[config.mk]
export PLATFORM = sky130hd
export DESIGN_NAME = ohlc_bar_aggregator
export DESIGN_NICKNAME = d
export VERILOG_FILES = /design/src/ohlc_pkg.sv /design/src/ohlc_fifo.sv /design/src/ohlc_front.sv /design/src/ohlc_back.sv /design/src/ohlc_bar_aggregator.sv
export SDC_FILE = /design/constraint.sdc
export NUM_CORES = 2
export LEC_CHECK = 0
export ABC_AREA = 1
export BUFFER_PORTS_ARGS = -buffer_cell sky130_fd_sc_hd__buf_2
export CAP_MARGIN = 30
export CORE_MARGIN = 3
export CORE_UTILIZATION = 43
export CTS_CLUSTER_DIAMETER = 40
export DETAILED_ROUTE_END_ITERATION = 10
export PLACE_DENSITY_LB_ADDON = 0.25
export SYNTH_ARGS = -nofsm -noshare
export SYNTH_HDL_FRONTEND = slang
export SYNTH_SLANG_ARGS = --single-unit
export TNS_END_PERCENT = 5
[constraint.sdc]
create_clock -name clk -period 22.5 [get_ports clk]
set_clock_uncertainty 0.05 [all_clocks]
set_input_delay 2.25 -clock clk [delete_from_list [all_inputs] [get_ports clk]]
set_output_delay 2.25 -clock clk [all_outputs]
set_load 0.05 [all_outputs]
[src/ohlc_pkg.sv]
package ohlc_pkg;

  // Field widths.
  localparam int TIME_W    = 40;
  localparam int PRICE_W   = 32;
  localparam int QTY_W     = 32;
  localparam int VOL_W     = 48;
  localparam int COUNT_W   = 16;
  localparam int SESSION_W = 32;
  localparam int LEN_W     = 20;

  // Configuration port.
  localparam int CFG_IDX_W  = 2;
  localparam int CFG_DATA_W = 20;

  typedef enum logic [CFG_IDX_W-1:0] {
    REG_TICK_MODE     = 2'd0,
    REG_BAR_LENGTH    = 2'd1,
    REG_TICKS_PER_BAR = 2'd2
  } cfg_reg_e;

  localparam logic [LEN_W-1:0]   RESET_BAR_SECONDS   = 20'd60;
  localparam logic [LEN_W-1:0]   MIN_BAR_SECONDS     = 20'd5;
  localparam logic [COUNT_W-1:0] RESET_TICKS_PER_BAR = 16'd100;

  // A day is 86400 = 128 * 675 seconds. The low seven bits of the time pass
  // straight into the time of day; the rest is reduced modulo 675.
  localparam int DAY_SHIFT = 7;
  localparam int DAY_ODD   = 675;
  localparam int DAY_REM_W = 10;
  localparam int TOD_W     = DAY_REM_W + DAY_SHIFT;
  localparam int DAYQ_W    = TIME_W - DAY_SHIFT;
  localparam int REM_W     = LEN_W;
  localparam int STEP_W    = 6;

  // The reduction modulo 675 folds the value in eleven-bit pieces, using
  // 2^11 = 23 and 2^22 = 529 modulo 675. Three folds bring any 33-bit value
  // below 2209, and a final compare and subtract finishes the job.
  localparam int DAY_FOLD_W      = 11;
  localparam int DAY_FOLD_MUL1   = 23;
  localparam int DAY_FOLD_MUL2   = 529;
  localparam int DAY_FOLD_PROD_W = 21;
  localparam int DAY_FOLDS       = 3;

  // Default queue depths.
  localparam int WORK_QUEUE_DEPTH   = 2;
  localparam int RESULT_QUEUE_DEPTH = 2;

  typedef struct packed {
    logic               mode;
    logic [TIME_W-1:0]  t;
    logic [PRICE_W-1:0] price;
    logic [QTY_W-1:0]   qty;
  } trade_t;

  typedef struct packed {
    trade_t            trade;
    logic [TIME_W-1:0] slot_start;
    logic [TIME_W-1:0] slot_end;
  } work_t;

  typedef struct packed {
    logic [TIME_W-1:0]    bar_time;
    logic [PRICE_W-1:0]   open_price;
    logic [PRICE_W-1:0]   high_price;
    logic [PRICE_W-1:0]   low_price;
    logic [PRICE_W-1:0]   close_price;
    logic [VOL_W-1:0]     volume;
    logic [COUNT_W-1:0]   tick_count;
    logic [SESSION_W-1:0] session_number;
  } bar_t;

endpackage

[src/ohlc_fifo.sv]
module ohlc_fifo #(
  parameter int WIDTH = 8,
  parameter int DEPTH = 2
) (
  input  logic             clk,
  input  logic             rst,
  input  logic             wr_en,
  input  logic [WIDTH-1:0] wr_data,
  output logic             full,
  input  logic             rd_en,
  output logic [WIDTH-1:0] rd_data,
  output logic             empty
);

  localparam int PTR_W = (DEPTH > 1) ? $clog2(DEPTH) : 1;
  localparam int CNT_W = $clog2(DEPTH + 1);

  logic [WIDTH-1:0] mem [DEPTH];
  logic [PTR_W-1:0] wr_ptr;
  logic [PTR_W-1:0] rd_ptr;
  logic [CNT_W-1:0] count;
  logic             do_wr;
  logic             do_rd;

  assign full    = (count == CNT_W'(DEPTH));
  assign empty   = (count == '0);
  assign do_wr   = wr_en && !full;
  assign do_rd   = rd_en && !empty;
  assign rd_data = mem[rd_ptr];

  always_ff @(posedge clk) begin
    if (do_wr) begin
      mem[wr_ptr] <= wr_data;
    end
  end

  always_ff @(posedge clk) begin
    if (rst) begin
      wr_ptr <= '0;
      rd_ptr <= '0;
      count  <= '0;
    end else begin
      if (do_wr) begin
        wr_ptr <= (wr_ptr == PTR_W'(DEPTH - 1)) ? '0 : wr_ptr + 1'b1;
      end
      if (do_rd) begin
        rd_ptr <= (rd_ptr == PTR_W'(DEPTH - 1)) ? '0 : rd_ptr + 1'b1;
      end
      if (do_wr && !do_rd) begin
        count <= count + 1'b1;
      end else if (do_rd && !do_wr) begin
        count <= count - 1'b1;
      end
    end
  end

  a_count_in_range: assert property (@(posedge clk) disable iff (rst)
    count <= CNT_W'(DEPTH))
    else $error("queue occupancy above its depth");

  a_count_grows: assert property (@(posedge clk) disable iff (rst)
    (do_wr && !do_rd) |=> (count == $past(count) + 1'b1))
    else $error("queue occupancy did not follow a lone write");

endmodule

[src/ohlc_front.sv]
module ohlc_front (
  input  logic                        clk,
  input  logic                        rst,
  input  logic                        push,
  output logic                        full,
  input  ohlc_pkg::trade_t            in_item,
  input  logic                        tick_mode,
  input  logic [ohlc_pkg::LEN_W-1:0]  len_eff,
  output logic                        q_push,
  input  logic                        q_full,
  output ohlc_pkg::work_t             q_item
);

  import ohlc_pkg::*;

  typedef enum logic [5:0] {
    S_IDLE  = 6'b000001,
    S_DAY   = 6'b000010,
    S_SLOT  = 6'b000100,
    S_START = 6'b001000,
    S_END   = 6'b010000,
    S_SEND  = 6'b100000
  } front_state_t;

  front_state_t      state;
  front_state_t      state_next;
  trade_t            item;
  logic [TIME_W-1:0] slot_start;
  logic [TIME_W-1:0] slot_end;
  logic [REM_W-1:0]  rem;
  logic [DAYQ_W-1:0] dvd;
  logic [STEP_W-1:0] step;

  logic [REM_W-1:0]  divisor;
  logic [REM_W:0]    trial;
  logic [REM_W:0]    trial_diff;
  logic [REM_W-1:0]  rem_step;
  logic [TIME_W:0]   end_sum;

  logic [DAY_FOLD_PROD_W-1:0] fold_mid;
  logic [DAY_FOLD_PROD_W-1:0] fold_top;
  logic [DAYQ_W-1:0]          day_fold;
  logic [DAYQ_W-1:0]          day_red;

  // One restoring remainder step per cycle for the offset into the slot.
  always_comb begin
    divisor    = len_eff;
    trial      = {rem, dvd[DAYQ_W-1]};
    trial_diff = trial - {1'b0, divisor};
    rem_step   = (trial >= {1'b0, divisor}) ? trial_diff[REM_W-1:0] : trial[REM_W-1:0];
    end_sum    = {1'b0, slot_start} + (TIME_W + 1)'(len_eff);
  end

  // One fold of the day reduction per cycle; the last cycle also strips
  // the remaining multiples of 675.
  always_comb begin
    fold_mid = DAY_FOLD_PROD_W'(dvd[2*DAY_FOLD_W-1:DAY_FOLD_W]) *
               DAY_FOLD_PROD_W'(DAY_FOLD_MUL1);
    fold_top = DAY_FOLD_PROD_W'(dvd[DAYQ_W-1:2*DAY_FOLD_W]) *
               DAY_FOLD_PROD_W'(DAY_FOLD_MUL2);
    day_fold = DAYQ_W'(dvd[DAY_FOLD_W-1:0]) + DAYQ_W'(fold_mid) + DAYQ_W'(fold_top);
    if (day_fold >= DAYQ_W'(3 * DAY_ODD)) begin
      day_red = day_fold - DAYQ_W'(3 * DAY_ODD);
    end else if (day_fold >= DAYQ_W'(2 * DAY_ODD)) begin
      day_red = day_fold - DAYQ_W'(2 * DAY_ODD);
    end else if (day_fold >= DAYQ_W'(DAY_ODD)) begin
      day_red = day_fold - DAYQ_W'(DAY_ODD);
    end else begin
      day_red = day_fold;
    end
  end

  always_comb begin
    state_next = state;
    case (state)
      S_IDLE: begin
        if (push) begin
          state_next = (in_item.mode || tick_mode) ? S_SEND : S_DAY;
        end
      end
      S_DAY: begin
        if (step == STEP_W'(1)) begin
          state_next = S_SLOT;
        end
      end
      S_SLOT: begin
        if (step == STEP_W'(1)) begin
          state_next = S_START;
        end
      end
      S_START: state_next = S_END;
      S_END:   state_next = S_SEND;
      S_SEND: begin
        if (!q_full) begin
          state_next = S_IDLE;
        end
      end
      default: state_next = S_IDLE;
    endcase
  end

  always_ff @(posedge clk) begin
    if (rst) begin
      state <= S_IDLE;
    end else begin
      state <= state_next;
    end
  end

  always_ff @(posedge clk) begin
    case (state)
      S_IDLE: begin
        if (push) begin
          item <= in_item;
          dvd  <= in_item.t[TIME_W-1:DAY_SHIFT];
          rem  <= '0;
          step <= STEP_W'(DAY_FOLDS);
        end
      end
      S_DAY: begin
        if (step == STEP_W'(1)) begin
          // The day remainder and the low time bits form the time of day,
          // which is then reduced by the bar length.
          dvd  <= {day_red[DAY_REM_W-1:0], item.t[DAY_SHIFT-1:0],
                   (DAYQ_W - TOD_W)'(0)};
          rem  <= '0;
          step <= STEP_W'(TOD_W);
        end else begin
          dvd  <= day_fold;
          step <= step - 1'b1;
        end
      end
      S_SLOT: begin
        dvd  <= dvd << 1;
        rem  <= rem_step;
        step <= step - 1'b1;
      end
      S_START: begin
        // Slot start is the trade time less its offset into the slot.
        slot_start <= item.t - TIME_W'(rem);
      end
      S_END: begin
        slot_end <= end_sum[TIME_W] ? '1 : end_sum[TIME_W-1:0];
      end
      default: ;
    endcase
  end

  assign full             = (state != S_IDLE);
  assign q_push           = (state == S_SEND) && !q_full;
  assign q_item.trade     = item;
  assign q_item.slot_start = slot_start;
  assign q_item.slot_end  = slot_end;

  a_day_rem_bound: assert property (@(posedge clk) disable iff (rst)
    (state == S_DAY && step == STEP_W'(1)) |-> (day_red < DAYQ_W'(DAY_ODD)))
    else $error("day remainder out of range");

  a_slot_rem_bound: assert property (@(posedge clk) disable iff (rst)
    (state == S_SLOT || state == S_START) |-> (rem < len_eff))
    else $error("slot remainder not below the bar length");

endmodule

[src/ohlc_back.sv]
module ohlc_back (
  input  logic                          clk,
  input  logic                          rst,
  input  logic                          q_empty,
  input  ohlc_pkg::work_t               q_item,
  output logic                          q_pop,
  input  logic                          out_full,
  output logic                          out_push,
  output ohlc_pkg::bar_t                out_bar,
  input  logic                          tick_mode,
  input  logic [ohlc_pkg::COUNT_W-1:0]  trade_limit
);

  import ohlc_pkg::*;

  logic                 active, active_next;
  logic [TIME_W-1:0]    bar_start, bar_start_next;
  logic [TIME_W-1:0]    bar_end, bar_end_next;
  logic [PRICE_W-1:0]   open_reg, open_reg_next;
  logic [PRICE_W-1:0]   high_reg, high_reg_next;
  logic [PRICE_W-1:0]   low_reg, low_reg_next;
  logic [PRICE_W-1:0]   close_reg, close_reg_next;
  logic [VOL_W-1:0]     volume_reg, volume_reg_next;
  logic [COUNT_W-1:0]   trade_count, trade_count_next;
  logic [SESSION_W-1:0] session_count, session_count_next;

  logic                 go;
  logic [TIME_W-1:0]    t;
  logic [PRICE_W-1:0]   p;
  logic                 has_price;
  logic                 done_old;
  logic                 fresh;
  logic                 emit_old;
  logic                 done_new;
  logic [TIME_W-1:0]    base_start;
  logic [TIME_W-1:0]    base_end;
  logic [PRICE_W-1:0]   base_open;
  logic [PRICE_W-1:0]   base_high;
  logic [PRICE_W-1:0]   base_low;
  logic [PRICE_W-1:0]   base_close;
  logic [VOL_W-1:0]     base_vol;
  logic [COUNT_W-1:0]   base_cnt;
  logic [VOL_W:0]       vol_sum;
  bar_t                 old_bar;
  bar_t                 new_bar;
  logic [SESSION_W-1:0] session_inc;

  always_comb begin
    go        = !q_empty && !out_full;
    t         = q_item.trade.t;
    p         = q_item.trade.price;
    has_price = (p != '0);

    session_inc = (session_count == '1) ? SESSION_W'(1) : session_count + 1'b1;

    old_bar.bar_time       = bar_start;
    old_bar.open_price     = open_reg;
    old_bar.high_price     = high_reg;
    old_bar.low_price      = low_reg;
    old_bar.close_price    = close_reg;
    old_bar.volume         = volume_reg;
    old_bar.tick_count     = trade_count;
    old_bar.session_number = session_count;

    // Does the live bar end before this trade joins it?
    done_old = active && (tick_mode ? (trade_count >= trade_limit) : (bar_end < t));
    fresh    = !active || done_old;
    emit_old = done_old && (low_reg != '0);

    base_open  = fresh ? '0 : open_reg;
    base_high  = fresh ? '0 : high_reg;
    base_low   = fresh ? '0 : low_reg;
    base_close = fresh ? '0 : close_reg;
    base_vol   = fresh ? '0 : volume_reg;
    base_cnt   = fresh ? '0 : trade_count;
    if (fresh) begin
      base_start = tick_mode ? t : q_item.slot_start;
      base_end   = tick_mode ? '0 : q_item.slot_end;
    end else begin
      base_start = bar_start;
      base_end   = bar_end;
    end

    new_bar.open_price  = (has_price && (base_open == '0)) ? p : base_open;
    new_bar.high_price  = (has_price && (p > base_high)) ? p : base_high;
    new_bar.low_price   = (has_price && ((base_low == '0) || (p < base_low))) ? p : base_low;
    new_bar.close_price = has_price ? p : base_close;
    vol_sum             = {1'b0, base_vol} + (VOL_W + 1)'(q_item.trade.qty);
    new_bar.volume      = vol_sum[VOL_W] ? '1 : vol_sum[VOL_W-1:0];
    new_bar.tick_count  = (base_cnt != '1) ? base_cnt + 1'b1 : base_cnt;
    new_bar.bar_time    = tick_mode ? t : base_start;
    new_bar.session_number = session_count;

    // A bar that just started may complete on this same trade, but only
    // if no earlier bar went out on it.
    done_new = !emit_old && (new_bar.low_price != '0) &&
               (tick_mode ? (new_bar.tick_count >= trade_limit) : (base_end == t));
  end

  always_comb begin
    active_next        = active;
    bar_start_next     = bar_start;
    bar_end_next       = bar_end;
    open_reg_next      = open_reg;
    high_reg_next      = high_reg;
    low_reg_next       = low_reg;
    close_reg_next     = close_reg;
    volume_reg_next    = volume_reg;
    trade_count_next   = trade_count;
    session_count_next = session_count;
    out_push           = 1'b0;
    out_bar            = old_bar;
    q_pop              = go;
    if (go) begin
      if (q_item.trade.mode) begin
        if (active && (low_reg != '0)) begin
          out_push    = 1'b1;
          active_next = 1'b0;
        end
        session_count_next = session_inc;
      end else begin
        active_next      = !done_new;
        bar_start_next   = new_bar.bar_time;
        bar_end_next     = base_end;
        open_reg_next    = new_bar.open_price;
        high_reg_next    = new_bar.high_price;
        low_reg_next     = new_bar.low_price;
        close_reg_next   = new_bar.close_price;
        volume_reg_next  = new_bar.volume;
        trade_count_next = new_bar.tick_count;
        out_push         = emit_old || done_new;
        out_bar          = emit_old ? old_bar : new_bar;
      end
    end
  end

  always_ff @(posedge clk) begin
    if (rst) begin
      active        <= 1'b0;
      bar_start     <= '0;
      bar_end       <= '0;
      open_reg      <= '0;
      high_reg      <= '0;
      low_reg       <= '0;
      close_reg     <= '0;
      volume_reg    <= '0;
      trade_count   <= '0;
      session_count <= SESSION_W'(1);
    end else begin
      active        <= active_next;
      bar_start     <= bar_start_next;
      bar_end       <= bar_end_next;
      open_reg      <= open_reg_next;
      high_reg      <= high_reg_next;
      low_reg       <= low_reg_next;
      close_reg     <= close_reg_next;
      volume_reg    <= volume_reg_next;
      trade_count   <= trade_count_next;
      session_count <= session_count_next;
    end
  end

  a_session_nonzero: assert property (@(posedge clk) disable iff (rst)
    session_count != '0)
    else $error("session counter reached zero");

  a_priced_bar_consistent: assert property (@(posedge clk) disable iff (rst)
    (low_reg != '0) |-> ((open_reg != '0) && (high_reg >= low_reg)))
    else $error("bar has a low price but no open or a high below it");

endmodule

[src/ohlc_bar_aggregator.sv]
// Channel  | Handshake            | Fields of one beat
// ---------+----------------------+---------------------------------------------
// input    | push / full          | mode, time_seconds, price, qty
// result   | empty / pop          | bar_time, open_price, high_price, low_price,
//          |                      | close_price, volume, tick_count,
//          |                      | session_number
// config   | cfg_en (no wait)     | cfg_index, cfg_data
//
// A timed trade goes through the front end in turn: the accepting cycle, three folding
// steps that reduce the time modulo one day, 17 remainder steps for the offset
// into the bar slot, then the slot start, the slot end and queueing of the beat.
// Session events and tick-mode trades skip to queueing. The back end retires a beat
// per cycle while the result queue has room; a stalled result queue backs up into
// the work queue and then raises full. Reset clears the queues, the bar and config.
module ohlc_bar_aggregator #(
  parameter int WORK_QUEUE_DEPTH   = ohlc_pkg::WORK_QUEUE_DEPTH,
  parameter int RESULT_QUEUE_DEPTH = ohlc_pkg::RESULT_QUEUE_DEPTH
) (
  input  logic                              clk,
  input  logic                              rst,

  input  logic                              push,
  output logic                              full,
  input  logic                              mode,
  input  logic [ohlc_pkg::TIME_W-1:0]       time_seconds,
  input  logic [ohlc_pkg::PRICE_W-1:0]      price,
  input  logic [ohlc_pkg::QTY_W-1:0]        qty,

  output logic                              empty,
  input  logic                              pop,
  output logic [ohlc_pkg::TIME_W-1:0]       bar_time,
  output logic [ohlc_pkg::PRICE_W-1:0]      open_price,
  output logic [ohlc_pkg::PRICE_W-1:0]      high_price,
  output logic [ohlc_pkg::PRICE_W-1:0]      low_price,
  output logic [ohlc_pkg::PRICE_W-1:0]      close_price,
  output logic [ohlc_pkg::VOL_W-1:0]        volume,
  output logic [ohlc_pkg::COUNT_W-1:0]      tick_count,
  output logic [ohlc_pkg::SESSION_W-1:0]    session_number,

  input  logic                              cfg_en,
  input  logic [ohlc_pkg::CFG_IDX_W-1:0]    cfg_index,
  input  logic [ohlc_pkg::CFG_DATA_W-1:0]   cfg_data
);

  import ohlc_pkg::*;

  // Configuration registers. The user must write them only while the block is
  // idle, which the block does not enforce, so that every unit may read them live.
  // Reset gives time mode, 60 second bars and 100 trades per tick bar.
  logic               tick_mode;
  logic [LEN_W-1:0]   bar_length_seconds;
  logic [COUNT_W-1:0] ticks_per_bar;

  // Clamped forms: bars shorter than five seconds run as five seconds, and
  // a trade limit of zero behaves as one.
  logic [LEN_W-1:0]   len_eff;
  logic [COUNT_W-1:0] trade_limit;

  trade_t in_item;
  work_t  fe_item;
  work_t  be_item;
  logic   fe_push;
  logic   wq_full;
  logic   wq_empty;
  logic   be_pop;
  logic   rq_full;
  logic   be_push;
  bar_t   be_bar;
  bar_t   head_bar;

  always_ff @(posedge clk) begin
    if (rst) begin
      tick_mode          <= 1'b0;
      bar_length_seconds <= RESET_BAR_SECONDS;
      ticks_per_bar      <= RESET_TICKS_PER_BAR;
    end else if (cfg_en) begin
      case (cfg_index)
        REG_TICK_MODE:     tick_mode          <= cfg_data[0];
        REG_BAR_LENGTH:    bar_length_seconds <= cfg_data[LEN_W-1:0];
        REG_TICKS_PER_BAR: ticks_per_bar      <= cfg_data[COUNT_W-1:0];
        default: ;
      endcase
    end
  end

  assign len_eff     = (bar_length_seconds < MIN_BAR_SECONDS) ? MIN_BAR_SECONDS
                                                               : bar_length_seconds;
  assign trade_limit = (ticks_per_bar == '0) ? COUNT_W'(1) : ticks_per_bar;

  always_comb begin
    in_item.mode  = mode;
    in_item.t     = time_seconds;
    in_item.price = price;
    in_item.qty   = qty;
  end

  // Front end: takes a beat and, for timed trades, works out the slot that
  // a new bar would cover.
  ohlc_front u_front (
    .clk       (clk),
    .rst       (rst),
    .push      (push),
    .full      (full),
    .in_item   (in_item),
    .tick_mode (tick_mode),
    .len_eff   (len_eff),
    .q_push    (fe_push),
    .q_full    (wq_full),
    .q_item    (fe_item)
  );

  // Work queue between the slot calculation and the bar update.
  ohlc_fifo #(
    .WIDTH ($bits(work_t)),
    .DEPTH (WORK_QUEUE_DEPTH)
  ) u_work_q (
    .clk     (clk),
    .rst     (rst),
    .wr_en   (fe_push),
    .wr_data (fe_item),
    .full    (wq_full),
    .rd_en   (be_pop),
    .rd_data (be_item),
    .empty   (wq_empty)
  );

  // Back end: holds the running bar and decides when a bar goes out.
  ohlc_back u_back (
    .clk         (clk),
    .rst         (rst),
    .q_empty     (wq_empty),
    .q_item      (be_item),
    .q_pop       (be_pop),
    .out_full    (rq_full),
    .out_push    (be_push),
    .out_bar     (be_bar),
    .tick_mode   (tick_mode),
    .trade_limit (trade_limit)
  );

  // Result queue: finished bars wait here until the consumer pops them.
  ohlc_fifo #(
    .WIDTH ($bits(bar_t)),
    .DEPTH (RESULT_QUEUE_DEPTH)
  ) u_result_q (
    .clk     (clk),
    .rst     (rst),
    .wr_en   (be_push),
    .wr_data (be_bar),
    .full    (rq_full),
    .rd_en   (pop),
    .rd_data (head_bar),
    .empty   (empty)
  );

  assign bar_time       = head_bar.bar_time;
  assign open_price     = head_bar.open_price;
  assign high_price     = head_bar.high_price;
  assign low_price      = head_bar.low_price;
  assign close_price    = head_bar.close_price;
  assign volume         = head_bar.volume;
  assign tick_count     = head_bar.tick_count;
  assign session_number = head_bar.session_number;

endmodule
==> flow_summary.json <==
{
  "synth-async-reset-ratio": 0,
  "io_pins": 398,
  "drtIter0Drc": 4271,
  "ys_types": 77,
  "worst_slew_pin_slew_ns": 1.11,
  "fmax_ghz": 0.0990,
  "antenna_found_initial": 14,
  "synth_top_cell_by_area": "edfxtp_1",
  "via_per_inst": 5.33,
  "cts_hold_buf": 0,
  "rsz0062_at_grt": "false",
  "cts_root_buffer": "clkbuf_16",
  "cts_buffers": 226,
  "cp-end-kind": "register",
  "avgSynthCellArea_um2": 10.2,
  "drive_gt1_frac": 0.161,
  "synth_seq_cells": 1500,
  "dp_hpwl_mm": 143,
  "arrival_ns": 10.51,
  "cts_tree": "done",
  "num_rows": 151,
  "rrSetupSlack_ns": 12.40,
  "wl_per_cell_um": 20.5,
  "grt_max_degree": 229,
  "ys_seq_area_frac": 0.563,
  "critPathLaunchType": "register",
  "dp_cells": 9593,
  "run_status": "complete, no violations",
  "synth_warnings": 0,
  "drc_errors": 0,
  "start_util": 0.434,
  "grt_use_total": 0.229,
  "synth_top_cell_area_share": 0.466,
  "ctsResizeCount": 0,
  "netlist_area_um2": 73700,
  "netlist_instances": 7232,
  "holdPathStages": 0,
  "cts_setup_buffers": 0,
  "drv_cap": 0,
  "slew_headroom": 0.259,
  "netlist_top_cells_area": "edfxtp_1 47%, dfxtp_1 9.7%, ha_1 5.6%",
  "fp.dieH_um": 420,
  "setup_viol": 0,
  "period_minus_slack_ns": 10.10,
  "ant_nets": 0,
  "whs_endpoint": "u_work_q.mem[1][9]",
  "core_um2": 170000,
  "synthToLayoutAreaGrowth_pct": 16.6,
  "holdCritPathClass": "reg -> reg",
  "syn_nets": 7746,
  "hold_viol": 0,
  "vias": 53400,
  "critPathKind": "reg -> reg",
  "gp_congestion": 0.919,
  "regMostFlops": "u_result_q.mem",
  "grt_pass1_wl_mm": 310,
  "fin_ws_ns": 12.40,
  "worstHoldStart": "u_front.slot_end[9]",
  "worstPathMaxFanout": 85,
  "ys.flop_type": "edfxtp_1",
  "pre_cts_slack_ns": 12.36,
  "slew_viol_final": 0,
  "fin_tns_setup_ns": 0,
  "synth-edff-count": 1142,
  "crit_path_max_incr_delay_ns": 0.76,
  "fin_crit_sh": 0.449,
  "largest_reg_flops": 528,
  "port_buffers": 397,
  "cts.reportedPaths.clkPinSlew_ns": 0.06,
  "cts_buffer_depth": 3,
  "critical-path-slowest-cell": "buf_4",
  "fin_cells": 10000,
  "required_ns": 22.91,
  "first_pass_iters": 6,
  "cpMostUsedCell": "nand2_1",
  "wirelength_mm": 205,
  "overflow": 0,
  "r2r_end": "u_result_q.mem[0][174]",
  "dieArea_um2": 176000,
  "clkLatencyLatePin_ns": 0.84,
  "cts_sinks": 1500,
  "reg2regPathDepth": 43,
  "dieWidth_um": 420,
  "grt_pass1_vias": 51200,
  "htree_levels": 4,
  "finalNetCount": 8118
}
-- routing by layer --
| metal | GRT usage | wire [um] | part of all wire | vias to the layer above |
|---|---|---|---|---|
| met2 | 0.383 | 99900 | 0.49 | 1567 |
| met3 | 0.0326 | 10600 | 0.052 | 370 |
| met4 | 0.0886 | 7490 | 0.036 | 2 |
| met5 | 0 | 14 | 0.000068 | - |
| met1 | 0.300 | 87300 | 0.43 | 25700 |
| li1 | - | - | - | 25700 |
-- area by class of cell --
class,count,area (um2)
Timing Repair Buffer,468,2660
Clock inverter,173,2170
Antenna cell,6,15.0
Multi-Input combinational cell,4468,27400
Tap cell,2218,2780
Fill cell,15100,83900
Sequential cell,1500,41500
Clock buffer,256,5860
Inverter,940,3560
-- placed cells by master, fill, tap and decap left out, types with 39 or more instances in the layout --
cell / instances
nor2_1: 668
nor3_1: 70
nand2_1: 1020
o211ai_1: 127
clkbuf_16: 227
nand3_1: 154
xnor2_1: 57
o21ai_0: 675
fa_1: 55
o31ai_1: 67
mux2_2: 265
xor2_1: 102
inv_1: 919
nand4_1: 54
buf_2: 398
mux2i_1: 39
a21oi_1: 433
dfxtp_1: 356
inv_6: 39
buf_4: 60
edfxtp_1: 1142
ha_1: 327
-- Yosys cell counts, types with 25 or more instances --
cell	instances
a211oi_1	30
a21oi_1	434
buf_1	25
buf_2	35
clkbuf_1	250
dfxtp_1	358
edfxtp_1	1142
fa_1	55
ha_1	327
inv_1	924
mux2_2	265
mux2i_1	39
nand2_1	1020
nand3_1	154
nand4_1	54
nor2_1	676
nor3_1	70
nor4_1	39
o211ai_1	127
o21ai_0	675
o21ai_1	35
o31ai_1	67
or2_2	38
xnor2_1	57
xor2_1	102
-- through the flow --
stage,hold WS (ns),utilization,area (um2)
4_1_cts,0.361,0.506,85900
3_3_place_gp,0.373,0.458,77800
5_1_grt,0.381,0.506,85900
2_1_floorplan,0.371,-,73700
6_report,0.370,0.506,85900
3_5_place_dp,0.380,0.458,77800
-- worst max-delay path: cells and delay by family (launching register included) --
kind                       cells  cell delay (ns)
and+or+nand+nor               19             2.86
buffers and inverters          8             2.77
AOI/OAI and AO/OA             12             1.93
adders and majority gates      3             0.75
DFF                            1             0.69
muxes                          1             0.48
-- worst max-delay path by stage --
stage | slack, ns | startpoint | to
2_1_floorplan | 4.17 | register | u_result_q.mem[0][0]
3_3_place_gp | 12.51 | register | u_result_q.mem[0][106]
3_5_place_dp | 12.36 | register | u_result_q.mem[0][105]
4_1_cts | 12.32 | register | u_result_q.mem[0][103]
5_1_grt | 11.56 | register | u_result_q.mem[0][131]
6_report | 12.40 | register | u_result_q.mem[0][174]
-- kinds of logic (layout without fill, tap and decap cells) --
group / count (synthesis) / count (layout) / share of synthesized area
mux: 304 / 304 / 0.0458
fa+ha+maj: 382 / 382 / 0.0705
buf+inv: 1264 / 1837 / 0.0661
other cells: 0 / 6 / 0
compound gates: 1498 / 1498 / 0.115
simple gates: 2125 / 2125 / 0.121
xor+xnor: 159 / 159 / 0.0189
flops: 1500 / 1500 / 0.563
Power is left out: the tool's default activity adds up to more than one toggle a clock period on the data nets, which glitch-free logic cannot reach.
